<file path="src/rtl/lcdt_pkg.sv">
// Shared types and constants for the LCD mode timing and register block.
package lcdt_pkg;

  localparam int VRAM_BYTES    = 8192;
  localparam int VRAM_AW       = $clog2(VRAM_BYTES);
  localparam int VISIBLE_LINES = 144;
  localparam int LAST_LINE     = 153;

  localparam logic [9:0] SEARCH_CYCLES   = 10'd80;
  localparam logic [9:0] TRANSFER_CYCLES = 10'd172;
  localparam logic [9:0] HBLANK_CYCLES   = 10'd204;
  localparam logic [9:0] LINE_CYCLES     = 10'd456;

  localparam logic [7:0] VISIBLE_LINE_CODE = 8'(VISIBLE_LINES);
  localparam logic [7:0] LAST_LINE_CODE    = 8'(LAST_LINE);

  // Bus map.
  localparam logic [2:0]  VRAM_PAGE     = 3'b100;
  localparam logic [15:0] ADDR_CONTROL  = 16'hFF40;
  localparam logic [15:0] ADDR_STAT     = 16'hFF41;
  localparam logic [15:0] ADDR_SCROLL_Y = 16'hFF42;
  localparam logic [15:0] ADDR_SCROLL_X = 16'hFF43;
  localparam logic [15:0] ADDR_LINE     = 16'hFF44;
  localparam logic [15:0] ADDR_LYC      = 16'hFF45;
  localparam logic [15:0] ADDR_DMA      = 16'hFF46;
  localparam logic [15:0] ADDR_PAL0     = 16'hFF47;
  localparam logic [15:0] ADDR_PAL1     = 16'hFF48;
  localparam logic [15:0] ADDR_PAL2     = 16'hFF49;
  localparam logic [15:0] ADDR_WIN_Y    = 16'hFF4A;
  localparam logic [15:0] ADDR_WIN_X    = 16'hFF4B;

  localparam int LCD_ENABLE_BIT = 7;
  localparam int LYC_SOURCE_BIT = 3;

  typedef enum logic [1:0] {
    OP_TICK  = 2'd0,
    OP_READ  = 2'd1,
    OP_WRITE = 2'd2,
    OP_NONE  = 2'd3
  } opcode_t;

  typedef enum logic [1:0] {
    MODE_HBLANK   = 2'd0,
    MODE_VBLANK   = 2'd1,
    MODE_SEARCH   = 2'd2,
    MODE_TRANSFER = 2'd3
  } mode_t;

  // Video RAM access issued at the accept edge.
  typedef struct packed {
    logic               wen;
    logic               ren;
    logic [VRAM_AW-1:0] addr;
    logic [7:0]         wdata;
  } vram_req_t;

  // Result of one item before the video RAM byte is merged in.
  typedef struct packed {
    logic       from_vram;
    logic [7:0] read_data;
    logic       vblank_irq;
    logic       stat_irq;
    logic       line_done;
    logic       frame_done;
    logic [1:0] mode_now;
    logic [7:0] line_now;
  } result_t;

  // Finished result held in the output queue.
  typedef struct packed {
    logic [7:0] read_data;
    logic       vblank_irq;
    logic       stat_irq;
    logic       line_done;
    logic       frame_done;
    logic [1:0] mode_now;
    logic [7:0] line_now;
  } out_item_t;

endpackage

</file>
<file path="src/rtl/lcdt_outq.sv">
// Two-entry output queue that decouples the result channel from the register stage.
module lcdt_outq (
  input  logic                clk,
  input  logic                rst,
  input  logic                push,
  input  lcdt_pkg::out_item_t push_item,
  input  logic                pop,
  output logic                can_push,
  output logic                head_valid,
  output lcdt_pkg::out_item_t head_item
);

  lcdt_pkg::out_item_t entries [2];
  logic       head, head_next;
  logic [1:0] count, count_next;
  logic       tail;

  // With two entries the tail is the head when empty or full, the other slot otherwise.
  assign tail       = head ^ count[0];
  assign can_push   = (count != 2'd2) || pop;
  assign head_valid = (count != 2'd0);
  assign head_item  = entries[head];

  always_comb begin
    head_next  = head ^ pop;
    count_next = count + {1'b0, push} - {1'b0, pop};
  end

  always_ff @(posedge clk) begin
    if (rst) begin
      head  <= 1'b0;
      count <= '0;
    end else begin
      head  <= head_next;
      count <= count_next;
    end
  end

  always_ff @(posedge clk) begin
    if (push) begin
      entries[tail] <= push_item;
    end
  end

endmodule

</file>
<file path="config.mk">
export PLATFORM = sky130hd
export DESIGN_NAME = lcdt_outq
export DESIGN_NICKNAME = d
export VERILOG_FILES = /design/src/rtl/lcdt_pkg.sv /design/src/rtl/lcdt_outq.sv
export SDC_FILE = /design/constraint.sdc
export NUM_CORES = 1
export LEC_CHECK = 0
export ABC_CLOCK_PERIOD_IN_PS = 5400
export BUFFER_PORTS_ARGS = -buffer_cell sky130_fd_sc_hd__clkbuf_2
export CAP_MARGIN = 20
export CORE_MARGIN = 2
export CORE_UTILIZATION = 38
export DETAILED_ROUTE_END_ITERATION = 8
export SLEW_MARGIN = 20
export SYNTH_ARGS = -nofsm -noshare
export SYNTH_HDL_FRONTEND = slang
export SYNTH_SLANG_ARGS = --single-unit
</file>
<file path="constraint.sdc">
create_clock -name clk -period 5.4 [get_ports clk]
set_clock_uncertainty 0.1 [all_clocks]
set_input_delay 0.27 -clock clk [delete_from_list [all_inputs] [get_ports clk]]
set_output_delay 0.27 -clock clk [all_outputs]
set_load 0.02 [all_outputs]
</file>
== Word-level counts from Yosys, hierarchy flattened ==
Memory sizes are Yosys's and may differ from the RTL's. A register that Yosys moved wholly into a read port is not among the register bits.
Index checks and enable logic that the tools add are counted.

* Memories: 1
* Word-level logic and storage cells: 13
* RAM bits: 44
* Register bits after elaboration: 3

* Mux-type cells: 3
* Reductions and logical operators: 2
* Bitwise gates (word level): 2
* Add/subtract/negate cells: 2
* Eq/ne operators: 1

{| class="wikitable"
|+ Memories
! memory !! words !! width !! read ports !! clocked after Yosys merged registers in !! write ports !! RTL line !! RTL
|-
| entries || 2 || 22 || 1 || 1 || 1 || lcdt_outq.sv:13 || <nowiki>lcdt_pkg::out_item_t entries [2];</nowiki>
|}

{| class="wikitable"
|+ Operators by type and width
! cell !! number
|-
| 1-bit 2-to-1 mux || 3
|-
| 2-bit by 1-bit adder with 2-bit output || 1
|-
| 2-bit inequality test, second input constant || 1
|-
| 2-bit nonzero test || 1
|-
| 2-bit by 1-bit subtractor with 2-bit output || 1
|-
| 1-bit bitwise XOR || 2
|-
| 1-bit logical OR || 1
|}

== Longest topological paths before layout ==
* Depth after elaboration: 2
* Gate-level depth with buffers: 6

== Worst setup path after synthesis ==
Ideal clock, no wire load.

* Path kind: reg-to-reg
* From: register head
* To: memory entries[1][0] (netlist bit), enable pin
* Library setup time: 0.403 ns
* Cell stages (with the launch flop): 4
* Period minus slack after synthesis: 2.071 ns
* Path slack: 3.329 ns
* Arrival time: 1.568 ns
* Path through: dfxtp_1 > buf_6 > xnor2_1 > nor2b_1

* Longest elaborated chain between the ends: 1

{| class="wikitable"
|+ RTL lines
! element !! RTL line !! RTL
|-
| from (decl) || lcdt_outq.sv:14 || <nowiki>logic head, head_next;</nowiki>
|-
| from (signal assigned) || lcdt_outq.sv:34 || <nowiki>head <= head_next;</nowiki>
|-
| 1-bit bitwise XOR || lcdt_outq.sv:19 || <nowiki>assign tail = head ^ count[0];</nowiki>
|-
| to (decl) || lcdt_outq.sv:13 ||
|}

No other way between the ends.

== Final worst setup path ==
* From: register count[0]
* To: memory entries[0][2] (netlist bit), enable pin

* Longest elaborated chain between the ends: 1

{| class="wikitable"
|+ RTL lines
! element !! RTL line !! RTL
|-
| from (decl) || lcdt_outq.sv:15 || <nowiki>logic [1:0] count, count_next;</nowiki>
|-
| from (signal assigned) || lcdt_outq.sv:35 || <nowiki>count <= count_next;</nowiki>
|-
| 1-bit bitwise XOR || lcdt_outq.sv:19 ||
|}

No other way between the ends.

==> flow_metrics.env <==
export IMPL_outcome="finished, final reports clean"
export IMPL_synth_top_family_by_area="multiplexers"
export IMPL_crit_end="entries[0][2]"
export IMPL_place_inst=201
export IMPL_fin_crit_sh=0.3707
export IMPL_seq_area_um2=1381
export IMPL_fin_crit_ns=2.002
export IMPL_ant_nets=0
export IMPL_r2r_end="entries[0][2]"
export IMPL_hp_class="in2reg"
export IMPL_die_h_um=74.04
export IMPL_antenna_found_initial=0
export IMPL_synth_nets=115
export IMPL_syn_cell_area_um2=1864
export IMPL_drc=0
export IMPL_fin_area_um2=2235
export IMPL_muxShareOfSynthArea=0.1711
export IMPL_timing_fmax_ghz=0.4996
export IMPL_ys_seq_area_frac=0.7409
export IMPL_finalHoldViolCount=0
export IMPL_r2r_slack_ns=3.40
export IMPL_rsz0062_at_grt="false"
export IMPL_dieArea_um2=5482
export IMPL_placed_area_um2=2152
export IMPL_crit_required_ns=5.21
export IMPL_reg2regPathDepth=2
export IMPL_holdBufCountCts=0
export IMPL_vias=919
export IMPL_hpwl_um=2022
export IMPL_yosysWarnings=0
export IMPL_cts_setup_buffers=0
export IMPL_p_comb_frac=0.204
export IMPL_synth_compound_area_share=0
export IMPL_utilization=0.4731
export IMPL_htreeDepth=2
export IMPL_slew_violations=0
export IMPL_clk_pin_slew_ns=0.08
export IMPL_crit_start="count[0]"
export IMPL_syn_avg_cell_area_um2=21.43
export IMPL_fp_row_count=25
export IMPL_drive_gt1_frac=0.5674
export IMPL_cts_root_buf="clkbuf_8"
export IMPL_grt_max_degree=24
export IMPL_yosys_area_share_xor_xnor=0.02148
export IMPL_detail_route_wirelength_um=2998
export IMPL_worst_pin_slew_ns=1.040
export IMPL_p_sw_frac=0.2571
export IMPL_total_power_mw=0.8139
export IMPL_insertion_delay_ns=0.28
export IMPL_cts_tree="yes"
export IMPL_fin_hold_ws_ns=0.06906
export IMPL_cts_path_max_buffers=2
export IMPL_viasPerCell=4.418
export IMPL_syn_instance_count=87
export IMPL_dr_pass1_iters=4
export IMPL_max_cap_violations=0
export IMPL_numCtsBuffers=5
export IMPL_p_int_mw=0.6047
export IMPL_core_area_um2=4723
export IMPL_io_pins=50
export IMPL_grt_overflow_total=0
export IMPL_critPathArrivalTime_ns=1.81
export IMPL_synthAdderAreaFrac=0.01342
export IMPL_io_buffers=49
export IMPL_rr_startpoint="count[0]"
export IMPL_crit_chain="xnor2_1, and2_1"
export IMPL_peakVddDrop_uv=198.4
export IMPL_slew_headroom=0.3069
export IMPL_leakagePower_nw=0.9027
export IMPL_finalNetCount=169
export IMPL_post_place_ws_ns=3.427
export IMPL_critPathMaxFanout=22
export IMPL_grt_use_total=0.1137
export IMPL_clock_sinks=47
export IMPL_ys_seq_elements=47
export IMPL_grt_pass1_vias=962
export IMPL_finalWeightedCongestion=0.7025
export IMPL_seqPwrFrac=0.561
export IMPL_power_switching_mw=0.2092
export IMPL_tns_ns=0
export IMPL_die_w_um=74.04
export IMPL_multi_input_area_um2=431.7
export IMPL_antenna_cells=0
export IMPL_ys_types=15
export IMPL_syn_to_final_growth_pct=19.87
export IMPL_slowest_stage="and2_1"
export IMPL_cts_resized=0
export IMPL_slowest_delay_ns=0.87
export IMPL_stdcell_count=208
export IMPL_path_class="reg2reg"
export IMPL_cp_start_kind="flip-flop"
export IMPL_end_kind="flip-flop"
export IMPL_grt_pass1_wl_um=4498
export IMPL_setup_viol=0
export IMPL_start_util=0.3947
export IMPL_routedWlPerCell_um=14.41
export IMPL_finalWorstSetupSlack_ns=3.398
export IMPL_fillCellCount=420
export IMPL_powerDensity_nw_per_um2=364.2
export IMPL_drt_iter0_markers=47
export IMPL_synth_simple_area_share=0.02148
export IMPL_pwr_share_clk=0.235
area by class of cell:
type / count / area share
Clock buffer: 5 / 0.03080
Inverter: 2 / 0.003359
Tap cell: 67 / 0.03751
Multi-Input combinational cell: 35 / 0.1932
Clock inverter: 2 / 0.003919
Timing Repair Buffer: 50 / 0.1131
Sequential cell: 47 / 0.6181
power by group through the flow:
stage	Combinational (mW)	Clock (mW)	Sequential (mW)
3_3_place_gp	0.164	0	0.463
4_1_cts	0.169	0.199	0.458
2_1_floorplan	0.124	0	0.462
5_1_grt	0.180	0.212	0.461
6_report	0.166	0.191	0.457
3_5_place_dp	0.168	0	0.466
cells in the final DEF, fill, tap and decap left out, drive strengths merged:
cell    instances
xnor2           2
buf             1
clkbuf         54
edfxtp         44
xnor3           1
dfxtp           3
mux2           22
inv             2
ha              2
or2             1
nor2            3
nand2           1
clkinv          2
nor2b           2
and2            1
kinds of logic after synthesis:
| kind of cell | after synthesis |
|---|---|
| xor gates and xnor gates | 3 |
| adders and majority gates | 2 |
| buffers and inverters | 5 |
| DFF | 47 |
| muxes | 22 |
| and+or+nand+nor | 8 |
critical path: cells and delay by family, from the launching register on:
| kind | cells | cell delay [ns] |
|---|---|---|
| XOR/XNOR | 1 | 0.31 |
| flip-flops | 1 | 0.34 |
| AND/OR/NAND/NOR | 1 | 0.87 |
metal layers:
layer | up-vias | global-route usage | part of all wire
met5 | - | 0 | 0
met4 | 0 | 0.03030 | 0.0047
met3 | 4 | 0.05285 | 0.084
met2 | 39 | 0.1925 | 0.52
met1 | 442 | 0.1308 | 0.39
li1 | 434 | - | -
worst min-delay path by stage:
stage	start	to	slack (ns)	cells past startpoint
CTS	rst	count[1]	0.05	2
finish	rst	count[1]	0.07	2
floorplan	rst	count[0]	0.24	1
detailed placement	rst	count[1]	0.37	2
global placement	push_item[19]	entries[0][19]	0.36	1
global route	push_item[12]	entries[0][12]	0.06	1
sequential cells by signal, summed over array words and instances (netlist names):
register and flops:
entries 44, count 2, head 1
Yosys cell counts:
master / instances / share of area
xnor2_1: 2 / 0.0094
mux2_2: 3 / 0.018
and2_1: 1 / 0.0034
edfxtp_1: 44 / 0.71
inv_1: 2 / 0.0040
buf_6: 1 / 0.0060
nor2b_1: 2 / 0.0067
or2_2: 1 / 0.0034
nor2_1: 3 / 0.0060
mux2_4: 19 / 0.15
dfxtp_1: 3 / 0.032
xnor3_1: 1 / 0.012
buf_12: 2 / 0.021
nand2_1: 1 / 0.0020
ha_1: 2 / 0.013
No activity file was read; power rests on OpenSTA's default activity.
