<file path="src/rtl/lcdt_pkg.sv">
// Shared types and constants for the LCD mode timing and register block.
package lcdt_pkg;

  localparam int VRAM_BYTES    = 8192;
  localparam int VRAM_AW       = $clog2(VRAM_BYTES);
  localparam int VISIBLE_LINES = 144;
  localparam int LAST_LINE     = 153;

  localparam logic [9:0] SEARCH_CYCLES   = 10'd80;
  localparam logic [9:0] TRANSFER_CYCLES = 10'd172;
  localparam logic [9:0] HBLANK_CYCLES   = 10'd204;
  localparam logic [9:0] LINE_CYCLES     = 10'd456;

  localparam logic [7:0] VISIBLE_LINE_CODE = 8'(VISIBLE_LINES);
  localparam logic [7:0] LAST_LINE_CODE    = 8'(LAST_LINE);

  // Bus map.
  localparam logic [2:0]  VRAM_PAGE     = 3'b100;
  localparam logic [15:0] ADDR_CONTROL  = 16'hFF40;
  localparam logic [15:0] ADDR_STAT     = 16'hFF41;
  localparam logic [15:0] ADDR_SCROLL_Y = 16'hFF42;
  localparam logic [15:0] ADDR_SCROLL_X = 16'hFF43;
  localparam logic [15:0] ADDR_LINE     = 16'hFF44;
  localparam logic [15:0] ADDR_LYC      = 16'hFF45;
  localparam logic [15:0] ADDR_DMA      = 16'hFF46;
  localparam logic [15:0] ADDR_PAL0     = 16'hFF47;
  localparam logic [15:0] ADDR_PAL1     = 16'hFF48;
  localparam logic [15:0] ADDR_PAL2     = 16'hFF49;
  localparam logic [15:0] ADDR_WIN_Y    = 16'hFF4A;
  localparam logic [15:0] ADDR_WIN_X    = 16'hFF4B;

  localparam int LCD_ENABLE_BIT = 7;
  localparam int LYC_SOURCE_BIT = 3;

  typedef enum logic [1:0] {
    OP_TICK  = 2'd0,
    OP_READ  = 2'd1,
    OP_WRITE = 2'd2,
    OP_NONE  = 2'd3
  } opcode_t;

  typedef enum logic [1:0] {
    MODE_HBLANK   = 2'd0,
    MODE_VBLANK   = 2'd1,
    MODE_SEARCH   = 2'd2,
    MODE_TRANSFER = 2'd3
  } mode_t;

  // Video RAM access issued at the accept edge.
  typedef struct packed {
    logic               wen;
    logic               ren;
    logic [VRAM_AW-1:0] addr;
    logic [7:0]         wdata;
  } vram_req_t;

  // Result of one item before the video RAM byte is merged in.
  typedef struct packed {
    logic       from_vram;
    logic [7:0] read_data;
    logic       vblank_irq;
    logic       stat_irq;
    logic       line_done;
    logic       frame_done;
    logic [1:0] mode_now;
    logic [7:0] line_now;
  } result_t;

  // Finished result held in the output queue.
  typedef struct packed {
    logic [7:0] read_data;
    logic       vblank_irq;
    logic       stat_irq;
    logic       line_done;
    logic       frame_done;
    logic [1:0] mode_now;
    logic [7:0] line_now;
  } out_item_t;

endpackage

</file>
<file path="src/rtl/lcdt_regs.sv">
// Display registers, mode sequencer and bus decode; registers the result of each item.
module lcdt_regs (
  input  logic                clk,
  input  logic                rst,
  input  logic                accept,
  input  logic [1:0]          opcode,
  input  logic [15:0]         address,
  input  logic [7:0]          write_data,
  input  logic [7:0]          cycles,
  output lcdt_pkg::vram_req_t vram_req,
  output lcdt_pkg::result_t   result
);

  logic [7:0] control_bits, control_bits_next;
  logic [3:0] stat_sources, stat_sources_next;
  logic [7:0] scroll_y, scroll_y_next;
  logic [7:0] scroll_x, scroll_x_next;
  logic [7:0] line_compare, line_compare_next;
  logic [7:0] dma_page, dma_page_next;
  logic [7:0] raw_palettes [3];
  logic [7:0] raw_palettes_next [3];
  logic [7:0] window_y, window_y_next;
  logic [7:0] window_x, window_x_next;
  lcdt_pkg::mode_t lcd_mode, lcd_mode_next;
  logic [7:0] scan_line, scan_line_next;
  logic [9:0] mode_cycles, mode_cycles_next;

  lcdt_pkg::result_t result_next;
  logic [9:0]        cycle_sum;
  logic [7:0]        line_inc;
  logic              raise;
  logic              in_vram;

  assign cycle_sum = mode_cycles + {2'b00, cycles};
  assign line_inc  = scan_line + 8'd1;
  assign in_vram   = (address[15:13] == lcdt_pkg::VRAM_PAGE);

  always_comb begin
    control_bits_next    = control_bits;
    stat_sources_next    = stat_sources;
    scroll_y_next        = scroll_y;
    scroll_x_next        = scroll_x;
    line_compare_next    = line_compare;
    dma_page_next        = dma_page;
    raw_palettes_next[0] = raw_palettes[0];
    raw_palettes_next[1] = raw_palettes[1];
    raw_palettes_next[2] = raw_palettes[2];
    window_y_next        = window_y;
    window_x_next        = window_x;
    lcd_mode_next        = lcd_mode;
    scan_line_next       = scan_line;
    mode_cycles_next     = mode_cycles;
    raise                = 1'b0;
    result_next          = '0;
    vram_req.wen         = 1'b0;
    vram_req.ren         = 1'b0;
    vram_req.addr        = address[lcdt_pkg::VRAM_AW-1:0];
    vram_req.wdata       = write_data;

    case (lcdt_pkg::opcode_t'(opcode))
      lcdt_pkg::OP_TICK: begin
        if (control_bits[lcdt_pkg::LCD_ENABLE_BIT]) begin
          mode_cycles_next = cycle_sum;
          case (lcd_mode)
            lcdt_pkg::MODE_SEARCH: begin
              if (cycle_sum >= lcdt_pkg::SEARCH_CYCLES) begin
                lcd_mode_next    = lcdt_pkg::MODE_TRANSFER;
                mode_cycles_next = '0;
              end
            end
            lcdt_pkg::MODE_TRANSFER: begin
              if (cycle_sum >= lcdt_pkg::TRANSFER_CYCLES) begin
                lcd_mode_next         = lcdt_pkg::MODE_HBLANK;
                mode_cycles_next      = '0;
                result_next.line_done = 1'b1;
                raise                 = 1'b1;
              end
            end
            lcdt_pkg::MODE_HBLANK: begin
              if (cycle_sum >= lcdt_pkg::HBLANK_CYCLES) begin
                mode_cycles_next = '0;
                scan_line_next   = line_inc;
                raise            = 1'b1;
                if (line_inc == lcdt_pkg::VISIBLE_LINE_CODE) begin
                  result_next.frame_done = 1'b1;
                  lcd_mode_next          = lcdt_pkg::MODE_VBLANK;
                end else begin
                  lcd_mode_next = lcdt_pkg::MODE_SEARCH;
                end
              end
            end
            default: begin
              if (cycle_sum >= lcdt_pkg::LINE_CYCLES) begin
                mode_cycles_next = '0;
                scan_line_next   = line_inc;
                if (line_inc > lcdt_pkg::LAST_LINE_CODE) begin
                  scan_line_next = '0;
                  lcd_mode_next  = lcdt_pkg::MODE_SEARCH;
                  raise          = 1'b1;
                end
              end
            end
          endcase
        end
      end
      lcdt_pkg::OP_READ: begin
        if (in_vram) begin
          vram_req.ren          = accept;
          result_next.from_vram = 1'b1;
        end else begin
          case (address)
            lcdt_pkg::ADDR_CONTROL:  result_next.read_data = control_bits;
            lcdt_pkg::ADDR_STAT:     result_next.read_data = {1'b0, stat_sources,
                                       (line_compare == scan_line), lcd_mode};
            lcdt_pkg::ADDR_SCROLL_Y: result_next.read_data = scroll_y;
            lcdt_pkg::ADDR_SCROLL_X: result_next.read_data = scroll_x;
            lcdt_pkg::ADDR_LINE:     result_next.read_data = scan_line;
            lcdt_pkg::ADDR_LYC:      result_next.read_data = line_compare;
            lcdt_pkg::ADDR_DMA:      result_next.read_data = dma_page;
            lcdt_pkg::ADDR_PAL0:     result_next.read_data = raw_palettes[0];
            lcdt_pkg::ADDR_PAL1:     result_next.read_data = raw_palettes[1];
            lcdt_pkg::ADDR_PAL2:     result_next.read_data = raw_palettes[2];
            lcdt_pkg::ADDR_WIN_Y:    result_next.read_data = window_y;
            lcdt_pkg::ADDR_WIN_X:    result_next.read_data = window_x;
            default:                 result_next.read_data = '0;
          endcase
        end
      end
      lcdt_pkg::OP_WRITE: begin
        if (in_vram) begin
          vram_req.wen = accept;
        end else begin
          case (address)
            lcdt_pkg::ADDR_CONTROL:  control_bits_next    = write_data;
            lcdt_pkg::ADDR_STAT:     stat_sources_next    = write_data[6:3];
            lcdt_pkg::ADDR_SCROLL_Y: scroll_y_next        = write_data;
            lcdt_pkg::ADDR_SCROLL_X: scroll_x_next        = write_data;
            lcdt_pkg::ADDR_LYC:      line_compare_next    = write_data;
            lcdt_pkg::ADDR_DMA:      dma_page_next        = write_data;
            lcdt_pkg::ADDR_PAL0:     raw_palettes_next[0] = write_data;
            lcdt_pkg::ADDR_PAL1:     raw_palettes_next[1] = write_data;
            lcdt_pkg::ADDR_PAL2:     raw_palettes_next[2] = write_data;
            lcdt_pkg::ADDR_WIN_Y:    window_y_next        = write_data;
            lcdt_pkg::ADDR_WIN_X:    window_x_next        = write_data;
            default: ;
          endcase
        end
      end
      default: ;
    endcase

    // Requests look at the mode and line that the transition has just entered.
    if (raise) begin
      result_next.vblank_irq = (lcd_mode_next == lcdt_pkg::MODE_VBLANK);
      result_next.stat_irq   =
        (stat_sources[lcdt_pkg::LYC_SOURCE_BIT] && (scan_line_next == line_compare)) ||
        ((lcd_mode_next != lcdt_pkg::MODE_TRANSFER) &&
         stat_sources[2'(lcd_mode_next)]);
    end
    result_next.mode_now = lcd_mode_next;
    result_next.line_now = scan_line_next;
  end

  always_ff @(posedge clk) begin
    if (rst) begin
      control_bits    <= '0;
      stat_sources    <= '0;
      scroll_y        <= '0;
      scroll_x        <= '0;
      line_compare    <= '0;
      dma_page        <= '0;
      raw_palettes[0] <= '0;
      raw_palettes[1] <= '0;
      raw_palettes[2] <= '0;
      window_y        <= '0;
      window_x        <= '0;
      lcd_mode        <= lcdt_pkg::MODE_SEARCH;
      scan_line       <= '0;
      mode_cycles     <= '0;
    end else if (accept) begin
      control_bits    <= control_bits_next;
      stat_sources    <= stat_sources_next;
      scroll_y        <= scroll_y_next;
      scroll_x        <= scroll_x_next;
      line_compare    <= line_compare_next;
      dma_page        <= dma_page_next;
      raw_palettes[0] <= raw_palettes_next[0];
      raw_palettes[1] <= raw_palettes_next[1];
      raw_palettes[2] <= raw_palettes_next[2];
      window_y        <= window_y_next;
      window_x        <= window_x_next;
      lcd_mode        <= lcd_mode_next;
      scan_line       <= scan_line_next;
      mode_cycles     <= mode_cycles_next;
    end
  end

  always_ff @(posedge clk) begin
    if (accept) begin
      result <= result_next;
    end
  end

endmodule

</file>
<file path="config.mk">
export PLATFORM = sky130hd
export DESIGN_NAME = lcdt_regs
export DESIGN_NICKNAME = d
export VERILOG_FILES = /design/src/rtl/lcdt_pkg.sv /design/src/rtl/lcdt_regs.sv
export SDC_FILE = /design/constraint.sdc
export NUM_CORES = 1
export LEC_CHECK = 0
export ABC_AREA = 1
export ABC_CLOCK_PERIOD_IN_PS = 6500
export BUFFER_PORTS_ARGS = -buffer_cell sky130_fd_sc_hd__buf_2
export CAP_MARGIN = 5
export CORE_UTILIZATION = 54
export CTS_CLUSTER_DIAMETER = 100
export DETAILED_ROUTE_END_ITERATION = 8
export PLACE_DENSITY = 0.74
export SLEW_MARGIN = 10
export SYNTH_ARGS = -nofsm -noshare
export SYNTH_HDL_FRONTEND = slang
export SYNTH_SLANG_ARGS = --single-unit
export TNS_END_PERCENT = 100
</file>
<file path="constraint.sdc">
create_clock -name clk -period 6.5 [get_ports clk]
set_input_delay 1.95 -clock clk [delete_from_list [all_inputs] [get_ports clk]]
set_output_delay 1.95 -clock clk [all_outputs]
set_load 0.02 [all_outputs]
</file>
# Yosys cells after proc, flatten, opt, wreduce, memory -nomap -nowiden
# Memory sizes are Yosys's and may differ from the RTL's.
# Cells that the tools add are included.
# classes
n_addsub	2
bitwise_logic	5
n_reduce_logical	18
muxes	48
n_lt_le_gt_ge	6
n_eq_ne	22
# ops
cell	n
== test 16 bit (second input constant)	12
one-hot mux 8 bit (12 select lines)	1
two-way mux 8 bit	11
two-way mux 24 bit	2
two-way mux 10 bit	4
AND reduction 4 bit	9
one-hot mux 10 bit (3 select lines)	1
greater-or-equal comparator 10 x 8 -> 1 bit (second input constant)	2
two-way mux 1 bit	17
== test 8 bit	2
two-way mux 2 bit	8
one-hot mux 8 bit (2 select lines)	1
adder 10 x 8 -> 10 bit	1
greater-or-equal comparator 10 x 7 -> 1 bit (second input constant)	1
greater-or-equal comparator 10 x 9 -> 1 bit (second input constant)	1
adder 8 x 1 -> 8 bit (second input constant)	1
== test 8 bit (second input constant)	1
greater-than comparator 8 bit (second input constant)	1
== test 2 bit (second input constant)	3
one-hot mux 2 bit (3 select lines)	1
AND reduction 3 bit	2
== test 2 x 1 -> 1 bit (second input constant)	2
zero test 2 bit	2
OR reduction 2 bit	2
other kinds (9)	13
# word_totals
reg_bits	103
word_cells	121
out_inout_bits	46
ram_bits	24
in_bits	37
n_memories	1
# mem_list
memory	words	width	rd	rd_ports_with_merged_regs	write_ports	line_no	rtl
raw_palettes	3	8	3	0	3	lcdt_regs.sv:20	logic [7:0] raw_palettes [3];

# Longest topological paths before layout
# logic_depth
ltp_word	11
depth_mapped	24
mapped_depth_nobuf	24

# Worst setup path before layout
# No wires, ideal clock.
# synth_timing
path_kind	in2out
from	input port accept
to	output port vram_req[21] in the netlist's numbering
slack_ns	1.677
stages	2
arrival_ns	2.873
path_buffers	0
required_ns	4.550
path_cell_list	clkinv_1 > nor4_1
# synth_lines
item	line_no	rtl
start: declaration	lcdt_regs.sv:5	input logic accept,
end: declaration	lcdt_regs.sv:10	output lcdt_pkg::vram_req_t vram_req,

==> metrics.cfg <==
[setup_path]
path_max_fanout=10
crit_chain=buf_2, clkinv_1, nor4_1, buf_2
crit_type=in2out
arrival_ps=2860
cp-end-kind=output pin
crit_top_cell=buf_2
crit_slowest_cell=nor4_1
worstPathRequired_ps=4550
slowest_delay_ps=340
worst_setup_path_start_kind=input pin

[power]
combinationalPowerShare=0.062
p_per_area_nw_per_um2=235
seqPwrFrac=0.448
pwr-share-clk=0.490
vdd_drop_max_uv=214
p_switching_w=0.000450
p_leak_nw=3.36
switching_share=0.236
intPower_w=0.00145

[grt]
grt_max_degree=60
grt_pass1_wl_um=30700
grt_use_met1=0.383
met3_usage=0.0767
busiest_layer=met2
grt_antenna_before_repair=0
track_usage=0.305
grt_pass1_vias=6058
grt_util_met2=0.488
overflow=0

[finish]
drive_gt1_frac=0.199
n_fill_cell=1124
regArea_um2=3010
diodes=0
fin_nets=1035
multiInputGateArea_um2=3420
syn2layout_area_growth_pct=13.3

[logic_synthesis]
syn-instance-count=929
synth_commonest_cells=nand2_1 (187), inv_1 (89), a21oi_1 (85)
synth_edf_count=47
synth_fp_nets=978
synth.distinct_cells=56
ys_ff_latch=127
ys_seq_area_frac=0.421
netlist_top_cells_area=dfxtp_1 (22%), edfxtp_1 (20%), nand2_1 (9.8%), a21oi_1 (5.9%), o21ai_0 (5.7%)
yosys.area.top_type_share=0.224
synth.cell_area_um2=7160
yosys_warnings=0
async_flop_share=0
synth.most_common_cell=nand2_1
yosysTopAreaCell=dfxtp_1
synth_ff_type=dfxtp_1
postSynthAreaPerCell_um2=7.71

[timing]
period_needed_ps=4810
fmax_mhz=208
slew_headroom=0.311
final.setup.tns_ps=0
skew_ps=6.45
whs_ps=459
tightestPinTransition_ps=1030
hold_violations=0
period_share=0.739
setup-violations-final=0
slew_viol_final=0
rsz0062_at_grt=no

[routing]
wl_um=19500
routedWlPerCell_um=16.7
vias_per_cell=5.66
drc_errors=0
drtAntennaViolNets=0
dr.pass1.iters=5
vias=6626
initialDrtViolationCount=727

[die]
start_util=0.560
fp.dieW_um=117
row_count=41
dieArea_um2=13700
pin_count=83
core-area_um2=12800
die_h_um=117

[place]
dp_hpwl_um=14100
gp_congestion=0.921
port_buffers=82

[clock_tree]
post_cts_buffers=0
cts_made_buffers=17
clock_sinks=127
cts.clk_slew.worst_paths_ps=50
clkLatencyLatePin_ps=420
cts_resized=0
clockBufferDepth=2
cts_tree=built
hold_buffers=0
root_buffer=clkbuf_16
h-tree-depth=4

[run_status]
status=completed

[run]
drv_cap=0

[min_path]
hp-class=reg2reg

==> power by group through the flow <==
stage                     combinational (W)  clock (W)  sequential, W
after floorplan                   0.0000708          0       0.000874
after global placement             0.000116          0       0.000868
after detailed placement           0.000116          0       0.000869
after CTS                          0.000117   0.000938       0.000852
after global routing               0.000128   0.000976       0.000854
final                              0.000117   0.000932       0.000852
==> routing by layer <==
layer,share of wire,routed length [um]
met1,0.41,8100
met2,0.46,9030
met3,0.088,1720
met4,0.035,683
met5,0,0
==> worst paths after layout <==
| check | to | slack (ps) | cells after the start | start |
|---|---|---|---|---|
| min | mode_cycles[9] | 460 | 2 | mode_cycles[9] |
| max | vram_req[21] | 1690 | 4 | accept |
| min reg2reg | mode_cycles[9] | 460 | 2 | mode_cycles[9] |
| max reg2reg | result[12] | 3530 | 21 | mode_cycles[0] |
==> logic make-up (layout without fill, tap and decap cells) <==
family,after synthesis,after routing,synth area share
adder cells (fa/ha/maj),12,12,0.0220
XOR/XNOR,7,7,0.00857
buffers and inverters,164,234,0.102
AND/OR/NAND/NOR,406,406,0.278
AO/OA/AOI/OAI,213,213,0.168
flip-flops,127,127,0.421
==> sequential cells by signal, indices dropped and copies added (netlist names) <==
register,flops
dma_page,8
mode_cycles,10
result,23
scroll_y,8
scroll_x,8
stat_sources,4
window_y,8
scan_line,8
control_bits,8
window_x,8
line_compare,8
lcd_mode,2
raw_palettes,24
==> layout make-up <==
class	count	share of cell area
Tap cell	172	0.0265
Sequential cell	127	0.372
Inverter	113	0.0523
Timing Repair Buffer	89	0.0571
Clock buffer	19	0.0546
Multi-Input combinational cell	638	0.421
Clock inverter	13	0.0167
==> critical path, delay by kind of cell <==
family | cells | cell delay [ps]
AND/OR/NAND/NOR | 1 | 340
buffers and inverters | 3 | 570
==> cell usage in the layout (no fill, tap or decap), types with 4 or more instances in the layout <==
| cell | instances |
|---|---|
| o21ai_0 | 81 |
| nand2_4 | 7 |
| inv_1 | 89 |
| nor4_1 | 5 |
| nand2_1 | 187 |
| o22ai_1 | 7 |
| nor2_1 | 68 |
| nand3_2 | 8 |
| nor3_1 | 13 |
| nand2_2 | 21 |
| buf_2 | 82 |
| buf_4 | 7 |
| edfxtp_1 | 47 |
| o32ai_1 | 5 |
| a211oi_1 | 6 |
| xnor2_1 | 5 |
| nor2_4 | 4 |
| dfxtp_1 | 80 |
| nand4_1 | 12 |
| a21oi_1 | 85 |
| clkinv_1 | 7 |
| inv_2 | 18 |
| clkbuf_16 | 17 |
| nor3_2 | 4 |
| ha_1 | 11 |
| nor2_2 | 6 |
| nand3_1 | 58 |
==> through the flow <==
stage | total power, W | worst slack (ps) | cells | utilization | instance area, um2
after floorplan | 0.000945 | 1680 | 929 | - | 7160
after global placement | 0.000984 | 1700 | 1139 | 0.590 | 7530
after detailed placement | 0.000985 | 1680 | 1139 | 0.590 | 7530
after CTS | 0.00191 | 1670 | 1171 | 0.635 | 8110
after global routing | 0.00196 | 1600 | 1171 | 0.635 | 8110
final | 0.00190 | 1690 | 1171 | 0.635 | 8110
Power figures use the tool's default switching activity.
